==> config.mk <==
export PLATFORM = sky130hd
export DESIGN_NAME = tcw_cfg
export DESIGN_NICKNAME = d
export VERILOG_FILES = /design/src/rtl/core/tcw_pkg.sv /design/src/rtl/core/tcw_cfg.sv
export SDC_FILE = /design/constraint.sdc
export NUM_CORES = 1
export LEC_CHECK = 0
export ABC_AREA = 1
export BUFFER_PORTS_ARGS = -buffer_cell sky130_fd_sc_hd__buf_2
export CAP_MARGIN = 20
export CORE_MARGIN = 2
export CORE_UTILIZATION = 40
export CTS_CLUSTER_DIAMETER = 150
export DETAILED_ROUTE_END_ITERATION = 10
export GPL_ROUTABILITY_DRIVEN = 0
export HOLD_SLACK_MARGIN = 0.03
export PLACE_DENSITY_LB_ADDON = 0.3
export SYNTH_ARGS = -nofsm -noshare
export SYNTH_HDL_FRONTEND = slang
export SYNTH_SLANG_ARGS = --single-unit
==> constraint.sdc <==
create_clock -name clk_i -period 5.8 [get_ports clk_i]
set_clock_uncertainty 0.2 [all_clocks]
set_input_delay 1.74 -clock clk_i [delete_from_list [all_inputs] [get_ports clk_i]]
set_output_delay 1.74 -clock clk_i [all_outputs]
set_load 0.1 [all_outputs]
==> src/rtl/core/tcw_pkg.sv <==
// Shared constants, codes and types of the text console writer.
// Used by tcw_cfg, tcw_engine and text_console_writer; depends on nothing else.
package tcw_pkg;

  // Screen store geometry.
  localparam int unsigned MAX_COLS = 128;
  localparam int unsigned MAX_ROWS = 64;
  localparam int unsigned CELLS    = MAX_COLS * MAX_ROWS;
  localparam int unsigned ADDR_W   = $clog2(CELLS);
  // Cursor position can briefly reach one past the screen after a line feed.
  localparam int unsigned POS_W    = ADDR_W + 1;
  localparam int unsigned COLS_W   = $clog2(MAX_COLS + 1);
  localparam int unsigned ROWS_W   = $clog2(MAX_ROWS + 1);
  // Quotient bits of the row recompute after a column change.
  localparam int unsigned QBITS    = $clog2(MAX_ROWS);
  localparam int unsigned DIVK_W   = (QBITS > 1) ? $clog2(QBITS) : 1;

  // Field widths of the ports.
  localparam int unsigned CMD_W      = 2;
  localparam int unsigned CHAR_W     = 8;
  localparam int unsigned RROW_W     = 6;
  localparam int unsigned RCOL_W     = 7;
  localparam int unsigned CELL_W     = 16;
  localparam int unsigned ROW_OUT_W  = 6;
  localparam int unsigned COL_W      = 7;
  localparam int unsigned CFG_IDX_W  = 2;
  localparam int unsigned CFG_DATA_W = 8;
  localparam int unsigned COLS_CFG_W = 8;
  localparam int unsigned ROWS_CFG_W = 7;
  localparam int unsigned ATTR_W     = 8;

  // Commands.
  localparam logic [CMD_W-1:0] CMD_PUT   = 2'd0;
  localparam logic [CMD_W-1:0] CMD_CLEAR = 2'd1;
  localparam logic [CMD_W-1:0] CMD_READ  = 2'd2;

  // Configuration register indexes.
  localparam logic [CFG_IDX_W-1:0] REG_COLUMNS   = 2'd0;
  localparam logic [CFG_IDX_W-1:0] REG_ROWS      = 2'd1;
  localparam logic [CFG_IDX_W-1:0] REG_ATTRIBUTE = 2'd2;

  localparam logic [COLS_CFG_W-1:0] COLUMNS_RESET   = 8'd80;
  localparam logic [ROWS_CFG_W-1:0] ROWS_RESET      = 7'd25;
  localparam logic [ATTR_W-1:0]     ATTRIBUTE_RESET = 8'h0F;

  // Character codes and cell constants.
  localparam logic [CHAR_W-1:0] CHR_BS   = 8'h08;
  localparam logic [CHAR_W-1:0] CHR_TAB  = 8'h09;
  localparam logic [CHAR_W-1:0] CHR_LF   = 8'h0A;
  localparam logic [CHAR_W-1:0] CHR_CR   = 8'h0D;
  localparam logic [CHAR_W-1:0] SPACE    = 8'h20;
  localparam logic [ATTR_W-1:0] PUT_ATTR = 8'h0F;
  localparam logic [1:0]        TAB_LAST = 2'd3;  // four spaces, counted 3 down to 0

  // Cycles that inputs are held off after a configuration write.
  localparam logic [1:0] CFG_SETTLE = 2'd3;

  typedef enum logic [3:0] {
    ST_INIT,
    ST_IDLE,
    ST_START,
    ST_DIV,
    ST_EXEC,
    ST_PUT,
    ST_LF,
    ST_SCROLL,
    ST_SCR_END,
    ST_CLEAR,
    ST_READ,
    ST_RDATA,
    ST_DONE
  } state_e;

  // Geometry and settings derived from the configuration registers.
  typedef struct packed {
    logic [COLS_W-1:0] cols;
    logic [ROWS_W-1:0] rows;
    logic [ADDR_W-1:0] last;
    logic [ADDR_W-1:0] bottom;
    logic [ATTR_W-1:0] attr;
    logic              cols_wr;
    logic              busy;
  } geom_t;

  typedef struct packed {
    logic              we;
    logic [ADDR_W-1:0] waddr;
    logic [CELL_W-1:0] wdata;
    logic [ADDR_W-1:0] raddr;
  } mem_req_t;

  typedef struct packed {
    logic [CELL_W-1:0]    cell_value;
    logic [ROW_OUT_W-1:0] cursor_row;
    logic [COL_W-1:0]     cursor_col;
    logic                 scrolled;
  } result_t;

endpackage

==> src/rtl/core/tcw_cfg.sv <==
// Configuration registers of the text console writer and the screen geometry
// derived from them. Depends on tcw_pkg.
module tcw_cfg (
  input  logic                           clk_i,
  input  logic                           rst_ni,
  input  logic                           cfg_valid_i,
  output logic                           cfg_ready_o,
  input  logic [tcw_pkg::CFG_IDX_W-1:0]  cfg_index_i,
  input  logic [tcw_pkg::CFG_DATA_W-1:0] cfg_data_i,
  output tcw_pkg::geom_t                 geom_o
);
  import tcw_pkg::*;

  logic [COLS_CFG_W-1:0] columns_q;
  logic [ROWS_CFG_W-1:0] rows_q;
  logic [ATTR_W-1:0]     attr_q;
  logic [COLS_W-1:0]     eff_c_d, eff_c_q;
  logic [ROWS_W-1:0]     eff_r_d, eff_r_q;
  logic [POS_W-1:0]      total_q;
  logic [ADDR_W-1:0]     last_q, bottom_q;
  logic [1:0]            settle_q;
  logic                  wr;

  assign cfg_ready_o = 1'b1;
  assign wr          = cfg_valid_i & cfg_ready_o;

  always_comb begin
    if (columns_q < COLS_CFG_W'(2)) begin
      eff_c_d = COLS_W'(2);
    end else if (COLS_W'(columns_q) > COLS_W'(MAX_COLS)) begin
      eff_c_d = COLS_W'(MAX_COLS);
    end else begin
      eff_c_d = COLS_W'(columns_q);
    end
    if (rows_q < ROWS_CFG_W'(2)) begin
      eff_r_d = ROWS_W'(2);
    end else if (ROWS_W'(rows_q) > ROWS_W'(MAX_ROWS)) begin
      eff_r_d = ROWS_W'(MAX_ROWS);
    end else begin
      eff_r_d = ROWS_W'(rows_q);
    end
  end

  always_ff @(posedge clk_i or negedge rst_ni) begin
    if (!rst_ni) begin
      columns_q <= COLUMNS_RESET;
      rows_q    <= ROWS_RESET;
      attr_q    <= ATTRIBUTE_RESET;
      settle_q  <= CFG_SETTLE;
      eff_c_q   <= COLS_W'(2);
      eff_r_q   <= ROWS_W'(2);
      total_q   <= POS_W'(4);
      last_q    <= ADDR_W'(3);
      bottom_q  <= ADDR_W'(2);
    end else begin
      if (wr) begin
        case (cfg_index_i)
          REG_COLUMNS:   columns_q <= cfg_data_i[COLS_CFG_W-1:0];
          REG_ROWS:      rows_q    <= cfg_data_i[ROWS_CFG_W-1:0];
          REG_ATTRIBUTE: attr_q    <= cfg_data_i[ATTR_W-1:0];
          default: ;
        endcase
        settle_q <= CFG_SETTLE;
      end else if (settle_q != 2'd0) begin
        settle_q <= settle_q - 2'd1;
      end
      // Three register stages from the clamp to the last-cell and bottom-row marks.
      eff_c_q  <= eff_c_d;
      eff_r_q  <= eff_r_d;
      total_q  <= POS_W'(eff_c_q * eff_r_q);
      last_q   <= ADDR_W'(total_q - POS_W'(1));
      bottom_q <= ADDR_W'(total_q - POS_W'(eff_c_q));
    end
  end

  always_comb begin
    geom_o.cols    = eff_c_q;
    geom_o.rows    = eff_r_q;
    geom_o.last    = last_q;
    geom_o.bottom  = bottom_q;
    geom_o.attr    = attr_q;
    geom_o.cols_wr = wr && (cfg_index_i == REG_COLUMNS);
    geom_o.busy    = (settle_q != 2'd0) | cfg_valid_i;
  end

endmodule

# After elaboration in Yosys (flattened, before gate mapping)
# Index checks and enable logic that the tools add are counted.
# word_totals
ff_bits	79
inputBits	13
output_inout_bits	52
wordCells	33
# op_classes
addsub	3
n_mul	1
order_cmp	4
eq_ne	2
mux	6
bitwise_logic	1
n_reduce_logical	7
# ops
operator	count
$mux W8	2
$mux W7	2
$mul A8 B7 Y13	1
$sub A13 B1 Y13 const B	1
$sub A13 B8 Y13	1
$gt A8 B8 Y1 const B	1
$lt A8 B2 Y1 const B	1
$gt A7 B7 Y1 const B	1
$lt A7 B2 Y1 const B	1
$reduce_and A2 Y1	3
$mux W2	2
$reduce_bool A2 Y1	2
$eq A2 B1 Y1 const B	1
$eq A2 B2 Y1 const B	1
$logic_not A2 Y1	1
$sub A2 B1 Y2 const B	1
$logic_and A1 B1 Y1	1
$or A1 B1 Y1	1

# Logic depth before layout (Yosys ltp)
# logic_depth
ltp_word	3
ltp_mapped	21
mapped_depth_nobuf	20

# Least setup slack after synthesis
# No wires, ideal clock.
# synth_timing
kind	in2out
start	input cfg_index_i[1] in the netlist's numbering
end	output geom_o[1] in the netlist's numbering
t_arrival_ns	2.700
required_ns	3.860
setup_slack_ns	1.160
stages	1
path_buffers	0
cell_sequence	nor3_4
# synth_between
elab_chain_len	2
# synth_lines
element	line	source
start: declaration	tcw_cfg.sv:8	input logic [tcw_pkg::CFG_IDX_W-1:0] cfg_index_i,
$logic_not A2 Y1	tcw_cfg.sv:82	geom_o.cols_wr = wr && (cfg_index_i == REG_COLUMNS);
$logic_and A1 B1 Y1	tcw_cfg.sv:82	
end: declaration	tcw_cfg.sv:10	output tcw_pkg::geom_t geom_o
# No other way between the ends.

==> metrics.txt <==
status finished clean; DRT met1 WL about 4600 um; Hold Startpoint total_q[0]$_DFF_PN0_; Tcrit/Tclk final 0.817; H-tree depth 3; Rel. slew slack 0.375; Post-DP HPWL ~7900 um; P_sw 1710 uW; Cell variety after synth 33; antenna violations before repair 0; sequential power share 0.268; die width 118 um; largest net degree at the start of global routing 80; Reg2Reg Depth 13; Synth Cell Area 5160 um2; CP required 3860 ps; Clock Path Buffers 2; Worst R2R End total_q[8]$_DFF_PN0_; Vias around 4000; root buffer cell clkbuf_16; most common cell after layout, fill and taps aside nand2_1; Die Area roughly 14000 um2; RSZ-0062 raised after global routing no; areal power density over the cells ~550 nW/um2; drt pass-1 iters 4; Avg Cell Area, Syn 8.30 um2; Worst Hold Class reg2reg; CTS Sinks 79; Initial Util 0.409; drt wl/cell approximately 12 um; reg2reg setup slack 1580 ps; Internal Power between 1500 and 2000 uW; Total GRT Usage 0.158; Residual DRC 0; Final ANT Viol Nets 0; CTS buffer count 9; drt first-iter violations approximately 120; FMAX approximately 210 MHz; final WL roughly 10000 um; layout cells sized above 1 0.166; Arr. time, crit path between 2000 and 3000 ps; Non-Filler Instances ~850; # nets final around 760; Period minus WS final 4740 ps; Clk pwr share 0.179; final design utilization 0.468; # IOs 65; Setup crit start kind input port; post-synthesis sequential area ratio 0.387; setup violators final 0; first-pass GRT wire length roughly 18000 um; port bufs 63; wire length on met3 between 400 and 500 um; number of global-route vias before repair ~4000; Hold-fix buffers, CTS 0; Die Y around 120 um; Gate Count Post-Synth around 620; critical path capture point type output pin; Final WS setup approximately 1100 ps; latest clock arrival within the worst-skew pair ~330 ps; final slew viol count 0; setup TNS 0 ps; hold-critical path depth 1; post-synthesis register bit count 79; IR drop worst, VDD 0.000271 V; switch share 0.530; total power roughly 3200 uW; n_diodes 0; grt total ovfl 0; post-CTS sizing 0; synth warn 0; top layer in use met4; clk slew on worst S/H paths approximately 60 ps; total of max-cap violations 0; CTS tree built; reg-to-reg critical path startpoint eff_c_q[4]$_DFF_PN0_; setup repair bufs after CTS 0; Lkg Pwr about 0.0035 uW; area grow syn2layout 14.5%; dpl cells approximately 840; final hold vios 0; via-per-instance ratio between 4 and 5; Core Box Area roughly 13000 um2; met2 WL post-DR about 5000 um; Mapped Nets 700; Site Rows between 40 and 50; Worst-Margin Slew around 940 ps; Hold EP last_q[0]$_DFF_PN1_; combinational share of power 0.553; most frequent cells in the layout nand2_1, inv_1, dfrtp_1, buf_2, nor2_1; Worst Path Max Fanout 10; CP Class in2out; pre-CTS setup slack 1070 ps
[worst max path at each step]
stage | startpoint | to
final | cfg_index_i[1] | geom_o[1]
after global routing | cfg_index_i[1] | geom_o[1]
after CTS | cfg_index_i[1] | geom_o[1]
after detailed placement | cfg_index_i[1] | geom_o[1]
after global placement | cfg_index_i[1] | geom_o[1]
after floorplan | cfg_index_i[1] | geom_o[1]
[power by group through the flow]
stage                     Combinational [uW]  Sequential (uW)  Clock (uW)
after floorplan                          730             1630           0
after global placement                  1780              870           0
after detailed placement                1790              877           0
after CTS                               1800              869         594
after global routing                    1930              892         616
final                                   1790              866         580
[metrics by stage]
| stage | instance area, um2 | hold WS [ps] |
|---|---|---|
| floorplan | 5160 | 185 |
| global placement | 5600 | 208 |
| detailed placement | 5600 | 217 |
| CTS | 5910 | 226 |
| global route | 5910 | 246 |
| finish | 5910 | 222 |
[cells in the mapped netlist]
library cell / n / area share
a21boi_0: 2 / 0.0029
a21o_1: 2 / 0.0029
a21oi_1: 12 / 0.012
a21oi_2: 1 / 0.0017
buf_2: 4 / 0.0039
buf_4: 1 / 0.0015
buf_6: 2 / 0.0044
clkbuf_1: 12 / 0.0087
conb_1: 1 / 0.00073
dfrtp_1: 62 / 0.30
dfstp_2: 17 / 0.087
fa_1: 29 / 0.11
ha_1: 36 / 0.087
inv_1: 132 / 0.096
inv_2: 4 / 0.0029
inv_4: 1 / 0.0012
mux2_2: 1 / 0.0022
nand2_1: 162 / 0.12
nand2_2: 4 / 0.0048
nand3_1: 26 / 0.025
nand3_2: 2 / 0.0039
nand4_1: 7 / 0.0085
nand4_2: 1 / 0.0024
nor2_1: 41 / 0.030
nor2_2: 4 / 0.0048
nor3_1: 3 / 0.0029
nor3_4: 1 / 0.0032
o21ai_0: 18 / 0.017
o21ai_1: 8 / 0.0078
o21ai_2: 1 / 0.0017
o21bai_1: 1 / 0.0015
xnor2_1: 7 / 0.012
xor2_1: 17 / 0.029
[registers in the layout, summed over array words and instances (netlist names)]
signal / count
rows_q: 7
settle_q: 2
columns_q: 8
eff_c_q: 8
attr_q: 8
bottom_q: 13
last_q: 13
total_q: 13
eff_r_q: 7
[cell families after synthesis]
family | Yosys count | share of synthesized area
multiplexers | 1 | 0.00218
AND/OR/NAND/NOR | 251 | 0.203
flip-flops | 79 | 0.387
adder cells (fa/ha/maj) | 65 | 0.200
AO/OA/AOI/OAI | 45 | 0.0475
XOR/XNOR | 24 | 0.0407
other | 1 | 0.000727
buffers and inverters | 156 | 0.119
[layer usage]
metal	vias up	GRT usage
met2	73	0.270
met3	12	0.0436
met4	0	0.0505
met1	1860	0.193
met5	-	0
li1	1968	-
[cell type report]
type	count	area, um2
Fill cell	1246	6710
Multi-Input combinational cell	387	2550
Sequential cell	79	2000
Inverter	137	517
Timing Repair Buffer	63	318
Clock buffer	12	236
Tap cell	172	215
Clock inverter	4	72.6
[critical path, stage by stage]
cell and delay [ps]:
buf_2 130, nor3_4 410, buf_2 510
Note: power is estimated with default switching activity, not from simulation.
