--- src/rtl/core/tcw_pkg.sv ---
// Shared constants, codes and types of the text console writer.
// Used by tcw_cfg, tcw_engine and text_console_writer; depends on nothing else.
package tcw_pkg;

  // Screen store geometry.
  localparam int unsigned MAX_COLS = 128;
  localparam int unsigned MAX_ROWS = 64;
  localparam int unsigned CELLS    = MAX_COLS * MAX_ROWS;
  localparam int unsigned ADDR_W   = $clog2(CELLS);
  // Cursor position can briefly reach one past the screen after a line feed.
  localparam int unsigned POS_W    = ADDR_W + 1;
  localparam int unsigned COLS_W   = $clog2(MAX_COLS + 1);
  localparam int unsigned ROWS_W   = $clog2(MAX_ROWS + 1);
  // Quotient bits of the row recompute after a column change.
  localparam int unsigned QBITS    = $clog2(MAX_ROWS);
  localparam int unsigned DIVK_W   = (QBITS > 1) ? $clog2(QBITS) : 1;

  // Field widths of the ports.
  localparam int unsigned CMD_W      = 2;
  localparam int unsigned CHAR_W     = 8;
  localparam int unsigned RROW_W     = 6;
  localparam int unsigned RCOL_W     = 7;
  localparam int unsigned CELL_W     = 16;
  localparam int unsigned ROW_OUT_W  = 6;
  localparam int unsigned COL_W      = 7;
  localparam int unsigned CFG_IDX_W  = 2;
  localparam int unsigned CFG_DATA_W = 8;
  localparam int unsigned COLS_CFG_W = 8;
  localparam int unsigned ROWS_CFG_W = 7;
  localparam int unsigned ATTR_W     = 8;

  // Commands.
  localparam logic [CMD_W-1:0] CMD_PUT   = 2'd0;
  localparam logic [CMD_W-1:0] CMD_CLEAR = 2'd1;
  localparam logic [CMD_W-1:0] CMD_READ  = 2'd2;

  // Configuration register indexes.
  localparam logic [CFG_IDX_W-1:0] REG_COLUMNS   = 2'd0;
  localparam logic [CFG_IDX_W-1:0] REG_ROWS      = 2'd1;
  localparam logic [CFG_IDX_W-1:0] REG_ATTRIBUTE = 2'd2;

  localparam logic [COLS_CFG_W-1:0] COLUMNS_RESET   = 8'd80;
  localparam logic [ROWS_CFG_W-1:0] ROWS_RESET      = 7'd25;
  localparam logic [ATTR_W-1:0]     ATTRIBUTE_RESET = 8'h0F;

  // Character codes and cell constants.
  localparam logic [CHAR_W-1:0] CHR_BS   = 8'h08;
  localparam logic [CHAR_W-1:0] CHR_TAB  = 8'h09;
  localparam logic [CHAR_W-1:0] CHR_LF   = 8'h0A;
  localparam logic [CHAR_W-1:0] CHR_CR   = 8'h0D;
  localparam logic [CHAR_W-1:0] SPACE    = 8'h20;
  localparam logic [ATTR_W-1:0] PUT_ATTR = 8'h0F;
  localparam logic [1:0]        TAB_LAST = 2'd3;  // four spaces, counted 3 down to 0

  // Cycles that inputs are held off after a configuration write.
  localparam logic [1:0] CFG_SETTLE = 2'd3;

  typedef enum logic [3:0] {
    ST_INIT,
    ST_IDLE,
    ST_START,
    ST_DIV,
    ST_EXEC,
    ST_PUT,
    ST_LF,
    ST_SCROLL,
    ST_SCR_END,
    ST_CLEAR,
    ST_READ,
    ST_RDATA,
    ST_DONE
  } state_e;

  // Geometry and settings derived from the configuration registers.
  typedef struct packed {
    logic [COLS_W-1:0] cols;
    logic [ROWS_W-1:0] rows;
    logic [ADDR_W-1:0] last;
    logic [ADDR_W-1:0] bottom;
    logic [ATTR_W-1:0] attr;
    logic              cols_wr;
    logic              busy;
  } geom_t;

  typedef struct packed {
    logic              we;
    logic [ADDR_W-1:0] waddr;
    logic [CELL_W-1:0] wdata;
    logic [ADDR_W-1:0] raddr;
  } mem_req_t;

  typedef struct packed {
    logic [CELL_W-1:0]    cell_value;
    logic [ROW_OUT_W-1:0] cursor_row;
    logic [COL_W-1:0]     cursor_col;
    logic                 scrolled;
  } result_t;

endpackage

--- src/rtl/core/tcw_engine.sv ---
// Command sequencer of the text console writer: cursor state, reset zeroing, put,
// scroll and clear sweeps and reads over the screen RAM. Depends on tcw_pkg.
module tcw_engine (
  input  logic                       clk_i,
  input  logic                       rst_ni,
  input  logic                       in_valid_i,
  output logic                       in_ready_o,
  input  logic [tcw_pkg::CMD_W-1:0]  cmd_i,
  input  logic [tcw_pkg::CHAR_W-1:0] char_code_i,
  input  logic [tcw_pkg::RROW_W-1:0] read_row_i,
  input  logic [tcw_pkg::RCOL_W-1:0] read_col_i,
  input  tcw_pkg::geom_t             geom_i,
  output tcw_pkg::mem_req_t          mem_o,
  input  logic [tcw_pkg::CELL_W-1:0] mem_rdata_i,
  output logic                       res_valid_o,
  input  logic                       res_ready_i,
  output tcw_pkg::result_t           res_o
);
  import tcw_pkg::*;

  state_e             state_q, state_d;
  logic [POS_W-1:0]   pos_q, pos_d;
  logic [ROWS_W-1:0]  row_q, row_d;
  logic [COL_W-1:0]   col_q, col_d;
  logic [CMD_W-1:0]   cmd_q, cmd_d;
  logic [CHAR_W-1:0]  chr_q, chr_d;
  logic [RROW_W-1:0]  rrow_q, rrow_d;
  logic [RCOL_W-1:0]  rcol_q, rcol_d;
  logic [1:0]         tab_q, tab_d;
  logic               scrolled_q, scrolled_d;
  logic               ret_put_q, ret_put_d;
  logic               resync_q, resync_d;
  logic [POS_W-1:0]   ptr_q, ptr_d;
  logic               mv_valid_q, mv_valid_d;
  logic [POS_W-1:0]   mv_src_q, mv_src_d;
  logic [ADDR_W-1:0]  div_rem_q, div_rem_d;
  logic [DIVK_W-1:0]  div_k_q, div_k_d;
  logic [ADDR_W-1:0]  rd_addr_q, rd_addr_d;
  logic               rd_ok_q, rd_ok_d;
  logic [CELL_W-1:0]  value_q, value_d;

  logic [POS_W-1:0]   cols_w, last_w, mv_dst, div_sh, rd_sum, bs_pos;
  logic [ADDR_W-1:0]  div_rem_new;
  logic               div_ge, accept;

  assign cols_w  = POS_W'(geom_i.cols);
  assign last_w  = POS_W'(geom_i.last);
  assign mv_dst  = mv_src_q - cols_w;
  assign div_sh  = cols_w << div_k_q;
  assign div_ge  = POS_W'(div_rem_q) >= div_sh;
  assign div_rem_new = div_ge ? (div_rem_q - div_sh[ADDR_W-1:0]) : div_rem_q;
  assign rd_sum  = POS_W'(POS_W'(rrow_q) * cols_w) + POS_W'(rcol_q);
  assign bs_pos  = (pos_q != '0) ? (pos_q - POS_W'(1)) : pos_q;

  assign in_ready_o = (state_q == ST_IDLE) && !geom_i.busy;
  assign accept     = in_valid_i & in_ready_o;

  always_ff @(posedge clk_i or negedge rst_ni) begin
    if (!rst_ni) begin
      state_q    <= ST_INIT;
      pos_q      <= '0;
      row_q      <= '0;
      col_q      <= '0;
      cmd_q      <= '0;
      chr_q      <= '0;
      rrow_q     <= '0;
      rcol_q     <= '0;
      tab_q      <= '0;
      scrolled_q <= 1'b0;
      ret_put_q  <= 1'b0;
      resync_q   <= 1'b0;
      ptr_q      <= '0;
      mv_valid_q <= 1'b0;
      mv_src_q   <= '0;
      div_rem_q  <= '0;
      div_k_q    <= '0;
      rd_addr_q  <= '0;
      rd_ok_q    <= 1'b0;
      value_q    <= '0;
    end else begin
      state_q    <= state_d;
      pos_q      <= pos_d;
      row_q      <= row_d;
      col_q      <= col_d;
      cmd_q      <= cmd_d;
      chr_q      <= chr_d;
      rrow_q     <= rrow_d;
      rcol_q     <= rcol_d;
      tab_q      <= tab_d;
      scrolled_q <= scrolled_d;
      ret_put_q  <= ret_put_d;
      resync_q   <= resync_d;
      ptr_q      <= ptr_d;
      mv_valid_q <= mv_valid_d;
      mv_src_q   <= mv_src_d;
      div_rem_q  <= div_rem_d;
      div_k_q    <= div_k_d;
      rd_addr_q  <= rd_addr_d;
      rd_ok_q    <= rd_ok_d;
      value_q    <= value_d;
    end
  end

  always_comb begin
    state_d    = state_q;
    pos_d      = pos_q;
    row_d      = row_q;
    col_d      = col_q;
    cmd_d      = cmd_q;
    chr_d      = chr_q;
    rrow_d     = rrow_q;
    rcol_d     = rcol_q;
    tab_d      = tab_q;
    scrolled_d = scrolled_q;
    ret_put_d  = ret_put_q;
    resync_d   = resync_q | geom_i.cols_wr;
    ptr_d      = ptr_q;
    mv_valid_d = 1'b0;
    mv_src_d   = mv_src_q;
    div_rem_d  = div_rem_q;
    div_k_d    = div_k_q;
    rd_addr_d  = rd_addr_q;
    rd_ok_d    = rd_ok_q;
    value_d    = value_q;
    res_valid_o = 1'b0;

    mem_o.we    = 1'b0;
    mem_o.waddr = pos_q[ADDR_W-1:0];
    mem_o.wdata = {PUT_ATTR, chr_q};
    mem_o.raddr = rd_addr_q;

    // The trailing write of a scroll move lands in the cycle after its read.
    if (mv_valid_q) begin
      mem_o.we    = 1'b1;
      mem_o.waddr = mv_dst[ADDR_W-1:0];
      mem_o.wdata = (mv_src_q <= last_w) ? mem_rdata_i : '0;
    end

    case (state_q)
      ST_INIT: begin
        mem_o.we    = 1'b1;
        mem_o.waddr = ptr_q[ADDR_W-1:0];
        mem_o.wdata = '0;
        if (ptr_q == POS_W'(CELLS - 1)) begin
          ptr_d   = '0;
          state_d = ST_IDLE;
        end else begin
          ptr_d = ptr_q + POS_W'(1);
        end
      end

      ST_IDLE: begin
        if (accept) begin
          cmd_d      = cmd_i;
          chr_d      = char_code_i;
          rrow_d     = read_row_i;
          rcol_d     = read_col_i;
          scrolled_d = 1'b0;
          value_d    = '0;
          state_d    = ST_START;
        end
      end

      ST_START: begin
        if (pos_q > last_w) begin
          // Cursor left outside a shrunken screen: park it on the bottom row.
          pos_d    = POS_W'(geom_i.bottom);
          row_d    = geom_i.rows - ROWS_W'(1);
          col_d    = '0;
          resync_d = 1'b0;
          state_d  = ST_EXEC;
        end else if (resync_q) begin
          div_rem_d = pos_q[ADDR_W-1:0];
          div_k_d   = DIVK_W'(QBITS - 1);
          row_d     = '0;
          state_d   = ST_DIV;
        end else begin
          state_d = ST_EXEC;
        end
      end

      ST_DIV: begin
        // One quotient bit per cycle: row and column of the linear cursor.
        div_rem_d = div_rem_new;
        row_d     = {row_q[ROWS_W-2:0], div_ge};
        if (div_k_q == '0) begin
          col_d    = div_rem_new[COL_W-1:0];
          resync_d = 1'b0;
          state_d  = ST_EXEC;
        end else begin
          div_k_d = div_k_q - DIVK_W'(1);
        end
      end

      ST_EXEC: begin
        case (cmd_q)
          CMD_PUT: begin
            case (chr_q)
              CHR_TAB: begin
                tab_d   = TAB_LAST;
                chr_d   = SPACE;
                state_d = ST_PUT;
              end
              CHR_LF: begin
                pos_d   = pos_q - POS_W'(col_q) + cols_w;
                row_d   = row_q + ROWS_W'(1);
                col_d   = '0;
                state_d = ST_LF;
              end
              CHR_CR: begin
                pos_d   = pos_q - POS_W'(col_q);
                col_d   = '0;
                state_d = ST_DONE;
              end
              CHR_BS: begin
                mem_o.we    = 1'b1;
                mem_o.waddr = bs_pos[ADDR_W-1:0];
                mem_o.wdata = {PUT_ATTR, SPACE};
                pos_d       = bs_pos;
                if (pos_q != '0) begin
                  if (col_q == '0) begin
                    col_d = COL_W'(geom_i.cols - COLS_W'(1));
                    row_d = row_q - ROWS_W'(1);
                  end else begin
                    col_d = col_q - COL_W'(1);
                  end
                end
                state_d = ST_DONE;
              end
              default: begin
                tab_d   = '0;
                state_d = ST_PUT;
              end
            endcase
          end
          CMD_CLEAR: begin
            ptr_d   = '0;
            state_d = ST_CLEAR;
          end
          CMD_READ: begin
            rd_addr_d = rd_sum[ADDR_W-1:0];
            rd_ok_d   = (ROWS_W'(rrow_q) < geom_i.rows) && (COLS_W'(rcol_q) < geom_i.cols);
            state_d   = ST_READ;
          end
          default: state_d = ST_DONE;
        endcase
      end

      ST_PUT: begin
        if (pos_q >= last_w) begin
          ret_put_d = 1'b1;
          ptr_d     = cols_w;
          state_d   = ST_SCROLL;
        end else begin
          mem_o.we    = 1'b1;
          mem_o.waddr = pos_q[ADDR_W-1:0];
          mem_o.wdata = {PUT_ATTR, chr_q};
          pos_d       = pos_q + POS_W'(1);
          if (COLS_W'(col_q) + COLS_W'(1) == geom_i.cols) begin
            col_d = '0;
            row_d = row_q + ROWS_W'(1);
          end else begin
            col_d = col_q + COL_W'(1);
          end
          if (tab_q != 2'd0) begin
            tab_d = tab_q - 2'd1;
          end else begin
            state_d = ST_DONE;
          end
        end
      end

      ST_LF: begin
        if (pos_q >= last_w) begin
          ret_put_d = 1'b0;
          ptr_d     = cols_w;
          state_d   = ST_SCROLL;
        end else begin
          state_d = ST_DONE;
        end
      end

      ST_SCROLL: begin
        // Read source cell, write it one row up next cycle; sources past the
        // last cell turn into zero writes that clear the bottom row.
        mem_o.raddr = ptr_q[ADDR_W-1:0];
        mv_valid_d  = 1'b1;
        mv_src_d    = ptr_q;
        if (ptr_q == last_w + cols_w) begin
          state_d = ST_SCR_END;
        end else begin
          ptr_d = ptr_q + POS_W'(1);
        end
      end

      ST_SCR_END: begin
        pos_d      = POS_W'(geom_i.bottom);
        row_d      = geom_i.rows - ROWS_W'(1);
        col_d      = '0;
        scrolled_d = 1'b1;
        state_d    = ret_put_q ? ST_PUT : ST_DONE;
      end

      ST_CLEAR: begin
        mem_o.we    = 1'b1;
        mem_o.waddr = ptr_q[ADDR_W-1:0];
        mem_o.wdata = {geom_i.attr, SPACE};
        if (ptr_q == last_w) begin
          state_d = ST_DONE;
        end else begin
          ptr_d = ptr_q + POS_W'(1);
        end
      end

      ST_READ: begin
        mem_o.raddr = rd_addr_q;
        state_d     = ST_RDATA;
      end

      ST_RDATA: begin
        value_d = rd_ok_q ? mem_rdata_i : '0;
        state_d = ST_DONE;
      end

      ST_DONE: begin
        res_valid_o = 1'b1;
        if (res_ready_i) begin
          state_d = ST_IDLE;
        end
      end

      default: state_d = ST_IDLE;
    endcase
  end

  always_comb begin
    res_o.cell_value = value_q;
    res_o.cursor_row = row_q[ROW_OUT_W-1:0];
    res_o.cursor_col = col_q;
    res_o.scrolled   = scrolled_q;
  end

  a_idle_no_write: assert property (@(posedge clk_i) disable iff (!rst_ni)
    (state_q == ST_IDLE) |-> !mem_o.we)
    else $error("screen RAM written while idle");

  a_accept_starts: assert property (@(posedge clk_i) disable iff (!rst_ni)
    accept |=> (state_q == ST_START))
    else $error("accepted request did not start");

  a_row_in_range: assert property (@(posedge clk_i) disable iff (!rst_ni)
    res_valid_o |-> (row_q < geom_i.rows))
    else $error("cursor row outside the screen at result");

  a_col_in_range: assert property (@(posedge clk_i) disable iff (!rst_ni)
    res_valid_o |-> (COLS_W'(col_q) < geom_i.cols))
    else $error("cursor column outside the screen at result");

  a_scroll_drain: assert property (@(posedge clk_i) disable iff (!rst_ni)
    (state_q == ST_SCR_END) |-> mv_valid_q)
    else $error("scroll ended without its final move write");

endmodule

--- config.mk ---
export PLATFORM = sky130hd
export DESIGN_NAME = tcw_engine
export DESIGN_NICKNAME = d
export VERILOG_FILES = /design/src/rtl/core/tcw_pkg.sv /design/src/rtl/core/tcw_engine.sv
export SDC_FILE = /design/constraint.sdc
export NUM_CORES = 1
export LEC_CHECK = 0
export BUFFER_PORTS_ARGS = -buffer_cell sky130_fd_sc_hd__buf_2
export CAP_MARGIN = 20
export CORE_UTILIZATION = 50
export CTS_CLUSTER_DIAMETER = 150
export DETAILED_ROUTE_END_ITERATION = 12
export PLACE_DENSITY = 0.79
export SYNTH_ARGS = -nofsm -noshare
export SYNTH_HDL_FRONTEND = slang
export SYNTH_SLANG_ARGS = --single-unit
--- constraint.sdc ---
create_clock -name clk_i -period 5.3 [get_ports clk_i]
set_input_delay 0.265 -clock clk_i [delete_from_list [all_inputs] [get_ports clk_i]]
set_output_delay 0.265 -clock clk_i [all_outputs]
set_load 0.01 [all_outputs]
## Word-level counts from Yosys, hierarchy flattened

Index checks and enable logic that the tools add are counted.

- Bits in registers: 135
- Input port bits: 94
- Word-level logic and storage cells: 222

- Add/sub/neg operators: 18
- $mul: 1
- Reduce and logical (&&, ||, !) cells: 38
- Shifts and indexed selects: 1
- Bitwise operators: 2
- Equality and inequality tests: 52
- Muxes and demuxes: 82
- Order comparisons: 6

Operators with widths:

| cell | number |
|---|---|
| 2-to-1 mux 14 bit | 9 |
| 2-to-1 mux 30 bit | 4 |
| case mux 30 bit (4 select lines) | 1 |
| 2-to-1 mux 7 bit | 14 |
| case mux 14 bit (5 select lines) | 1 |
| case mux 7 bit (5 select lines) | 2 |
| case mux 14 bit (4 select lines) | 1 |
| 2-to-1 mux 13 bit | 4 |
| case mux 4 bit (13 select lines) | 1 |
| 2-to-1 mux 16 bit | 3 |
| != test 2 bit (second input constant) | 21 |
| case mux 14 bit (3 select lines) | 1 |
| 2-to-1 mux 4 bit | 10 |
| equality test 8 x 4 -> 1 bit (second input constant) | 4 |
| case mux 16 bit (2 select lines) | 1 |
| adder 14 x 1 -> 14 bit (second input constant) | 2 |
| case mux 7 bit (2 select lines) | 2 |
| subtractor 7 x 1 -> 7 bit (second input constant) | 4 |
| case mux 13 bit (2 select lines) | 1 |
| 2-to-1 mux 8 bit | 3 |
| equality test 4 bit (second input constant) | 5 |
| equality test 4 x 3 -> 1 bit (second input constant) | 4 |
| case mux 8 bit (2 select lines) | 1 |
| 2-to-1 mux 3 bit | 5 |
| other kinds (60) | 96 |

## Logic depth before layout (Yosys ltp)

- Depth after elaboration: 6
- Gate-level depth with buffers: 18
- Gate-level depth less buffers: 17

## Least setup slack after synthesis

No wires, ideal clock.

- Path type: reg-to-reg
- From: register rrow_q[5]
- To: register rd_addr_q[11]
- Stages on the path, launching flop included: 17
- Slack: 1.236 ns
- Data arrival time: 3.931 ns
- Path buffers: 1
- Period minus slack after synthesis: 4.064 ns
- Path through: dfrtp_1 > clkbuf_1 > and2_1 > fa_1 > fa_1 > fa_1 > inv_1 > fa_1 > inv_1 > ha_1 > inv_1 > o21bai_1 > a21oi_1 > o21ai_0 > a21oi_1 > xor2_1 > o21ai_0

- Longest elaborated chain between the ends: 2

RTL lines:

| what | RTL line | text |
|---|---|---|
| from (decl) | tcw_engine.sv:27 | `logic [RROW_W-1:0] rrow_q, rrow_d;` |
| from (signal assigned) | tcw_engine.sv:87 | `rrow_q <= rrow_d;` |
| multiplier 6 x 8 -> 13 bit | tcw_engine.sv:52 | `assign rd_sum = POS_W'(POS_W'(rrow_q) * cols_w) + POS_W'(rcol_q);` |
| adder 13 x 7 -> 13 bit | tcw_engine.sv:52 |  |
| to (signal assigned) | tcw_engine.sv:98 | `rd_addr_q <= rd_addr_d;` |
| to (decl) | tcw_engine.sv:38 | `logic [ADDR_W-1:0] rd_addr_q, rd_addr_d;` |

No other way between the ends.
A chain may end at the register's enable or synchronous reset.

==> summary.md <==
| Metric | Value |
|---|---|
| Via-to-Cell Ratio | ~6.3 |
| RSZ-0062 raised after global routing | no |
| Nature of the critical path endpoint | output port |
| Share of async-settable or async-resettable flops after synthesis | 100.0% |
| Io pins | between 150 and 200 |
| Distinct cells, synth | 95 |
| Commonest non-fill, non-tap cell in the layout | nand2_1 |
| CTS tree | done |
| WS Path Type | reg2out |
| Syn_nets | ~2100 |
| Fin nets | about 2200 |
| Pin count of the biggest net entering global routing | 89 |
| Syn avg cell area | approximately 8 um2 |
| Post-synth EDFFs | 0 |
| Post-DP Area | between 15000 and 20000 um2 |
| Synth Instances | 1800 |
| Initial antenna violation count | 1 |
| Flops & latches, synth | between 100 and 150 |
| Ant. Diodes | 0 |
| Final Instance Area | between 15000 and 20000 um2 |
| Slew @ Worst Pin | ~1 ns |
| Setup Skew | around 0.015 ns |
| DIE AREA | between 20000 and 30000 um2 |
| Final period util | a little under nine tenths |
| TritonCTS Sinks | approximately 130 |
| Die X | ~170 um |
| Comb pwr share | between 70 and 80% |
| Global route overflow | 0 |
| Final Setup Violations | 0 |
| Post-DR wirelength/cell | 21.61 um |
| Final Slew Violations | 0 |
| Hold Path Depth | 3 |
| FF/Latch Area | ~3400 um2 |
| GP Congestion | just under 1 |
| Layout cell share with drive strength beyond 1 | 14.16% |
| Multi-input gate area | a little over 10000 um2 |
| Initial Util | 51.24% |
| Htree depth | 4 |
| Place WS | roughly 0.9 ns |
| Max-cap violations | 0 |
| Die height | between 150 and 200 um |
| Num rows | a little over 60 |
| Clock power share | roughly a tenth |
| Port Buffer Count | between 150 and 200 |
| Endpoint arrival time on the critical path | between 4 and 5 ns |
| Final worst setup slack | 0.7209 ns |
| Final TNS setup | 0 ns |
| Worst r2r src | pos_q[0] |
| Register area share after synthesis | around a quarter |
| Clock buffer depth | 2 |
| Worst skew pair latency | ~0.46 ns |
| Antenna Nets Post-Route | 0 |
| Reg2reg setup slack | just over 0.8 ns |
| Worst-path maximum fanout | 13 |
| Rel. slew slack | 33.30% |
| Core box area | around 28000 um2 |
| Achievable Freq | roughly 220 MHz |
| Yosys Warn Count | 0 |
| Sw Ratio | 52.84% |
| Hold Fails Final Rpt | 0 |
| Cells on worst reg2reg path | 14 |
| Hold Crit Class | in2reg |
| Drt drc | 0 |
| Post-Syn Area | between 10000 and 15000 um2 |
| Final hold slack | 0.004097 ns |
| Hold endpoint | rcol_q[6] |
| Run status | finished, final reports clean |
| Filler cell count | 2630 |
| Vias after detailed routing | roughly 15000 |
| First-pass GRT wire length | 77.00 mm |
| Psw | about 6200 uW |
| CP startpoint kind | flop |
| Part of the power in registers | between 10% and 20% |
| Clock Pin Slew Worst Setup and Hold Paths | roughly 0.070 ns |
| Most frequent cells in the layout | nand2_1 (263), buf_2 (167), dfrtp_1 (134) |
| 1st-iter DRT viols | 1805 |
| Layout area overhead | 11.78% |
| CTS root buffer | clkbuf_16 |
| Hold Startpoint | read_col_i[6] |
| CTS buffer count | 17 |
| GRT Total Usage | between 30% and 40% |
| Reg-to-reg endpoint | pos_q[8] |
| VDD IR-drop max | roughly 390 uV |
| Pwr/cell area | approximately 740 nW/um2 |
| Vias in the first global route | about 14000 |
| Pre-antenna DRT Iters | 7 |
| Tmin final | between 4 and 5 ns |
| Data required time of the worst path | between 5 and 6 ns |
| Final HPWL DP | 37.38 mm |
| Post-cts sizing count | 0 |
| Synth Flop Type | dfrtp_1 |
| Leak pwr | between 0.007 and 0.008 uW |
| Int Pwr | around 5600 uW |
| Total wire length | around 50 mm |
| Fin util | about 57% |
==> critical path: stages (launching register included) <==
cell	delay, ns
dfrtp_1	0.81
ha_1	0.38
a21oi_1	0.14
o21ai_1	0.09
a2111oi_2	0.62
nand3_1	0.27
a21oi_2	0.28
and2b_4	0.26
o21ai_1	0.22
buf_4	0.28
a221o_1	0.35
buf_2	0.14
==> layout make-up <==
cell class,count,area share [%]
clock inverter,13,0.9149
tap,378,2.956
inverter,109,2.557
timing repair buffer,202,6.983
clock buffer,19,2.706
sequential,134,20.96
multi-input combinational,1451,62.93
==> power by group through the flow <==
stage | logic, uW | clock network, uW | registers, uW
2_1_floorplan | 6290 | 0 | 1770
5_1_grt | 9330 | 1260 | 2140
6_report | 8500 | 1210 | 2100
3_5_place_dp | 8240 | 0 | 2090
3_3_place_gp | 8050 | 0 | 2070
4_1_cts | 8350 | 1210 | 2070
==> synth_stat cells, types with 14 or more instances <==
cell type  instances  area share, %
xor2_1            43            2.6
inv_1            107            2.8
mux2i_1           22            1.5
o21ai_1           18           0.63
and2_1            44            1.9
nand2_1          263            6.9
nand4_1           14           0.61
fa_1              33            4.6
a21oi_1          101            3.5
a22o_1            31            1.9
a31oi_1           14           0.61
clkbuf_1          65            1.7
o31ai_1           14           0.73
nor3_1            42            1.5
nor2_1           117            3.1
nand3_1           47            1.6
xnor2_1           72            4.4
nor2b_1           19           0.83
buf_2             27           0.94
a21o_1            23            1.2
dfrtp_1          134             23
and3_1            18           0.79
o21a_1            17           0.89
o21ai_0          116            4.1
nand2b_1          21           0.92
ha_1             129             11
==> metal layers <==
layer	GRT usage, %	vias to the layer above	wire (um)
met3	6.627	175	4664
met1	45.20	6933	20380
met4	18.17	2	2663
li1	-	6622	-
met5	0	-	11
met2	53.71	831	22120
==> worst max path at each step <==
| stage | from | to | slack [ns] | cells past startpoint |
|---|---|---|---|---|
| 3_3_place_gp | geom_i[43] | rd_addr_q[11] | 1.04 | 15 |
| 2_1_floorplan | rrow_q[5] | rd_addr_q[11] | 1.24 | 16 |
| 5_1_grt | pos_q[3] | mem_o[31] | 0.61 | 11 |
| 4_1_cts | pos_q[3] | mem_o[40] | 0.87 | 11 |
| 3_5_place_dp | geom_i[43] | rd_addr_q[12] | 0.92 | 14 |
| 6_report | pos_q[3] | mem_o[40] | 0.72 | 11 |
==> kinds of logic (layout without fill, tap and decap cells) <==
group,after synthesis,count (layout),synth area share (%)
and+or+nand+nor,649,649,21.74
AOI/OAI and AO/OA,492,492,23.23
buffers and inverters,215,343,6.267
adders and majority gates,162,162,15.89
DFF,134,134,23.43
xor gates and xnor gates,115,115,7.037
muxes,33,33,2.404
==> flip-flops by register name (all words and copies together), names as in the netlist, 6 cells and up <==
signal,cells
pos_q,14
mv_src_q,14
rcol_q,7
value_q,16
rd_addr_q,13
ptr_q,14
chr_q,8
rrow_q,6
div_rem_q,13
row_q,6
col_q,7
==> through the flow <==
stage / instances / total power [uW]
finish: 2306 / 11810
global route: 2306 / 12730
CTS: 2306 / 11630
detailed placement: 2268 / 10320
global placement: 2268 / 10120
floorplan: 1800 / 8059
==> timing repair <==
item / in CTS / in global routing
hold endpoints to repair: 92 / 0
endpoints found under the setup margin: 0 / 0
buffers inserted: 0 / 0
hold buffers: 6 / 0
(Power assumes the default switching activity.)
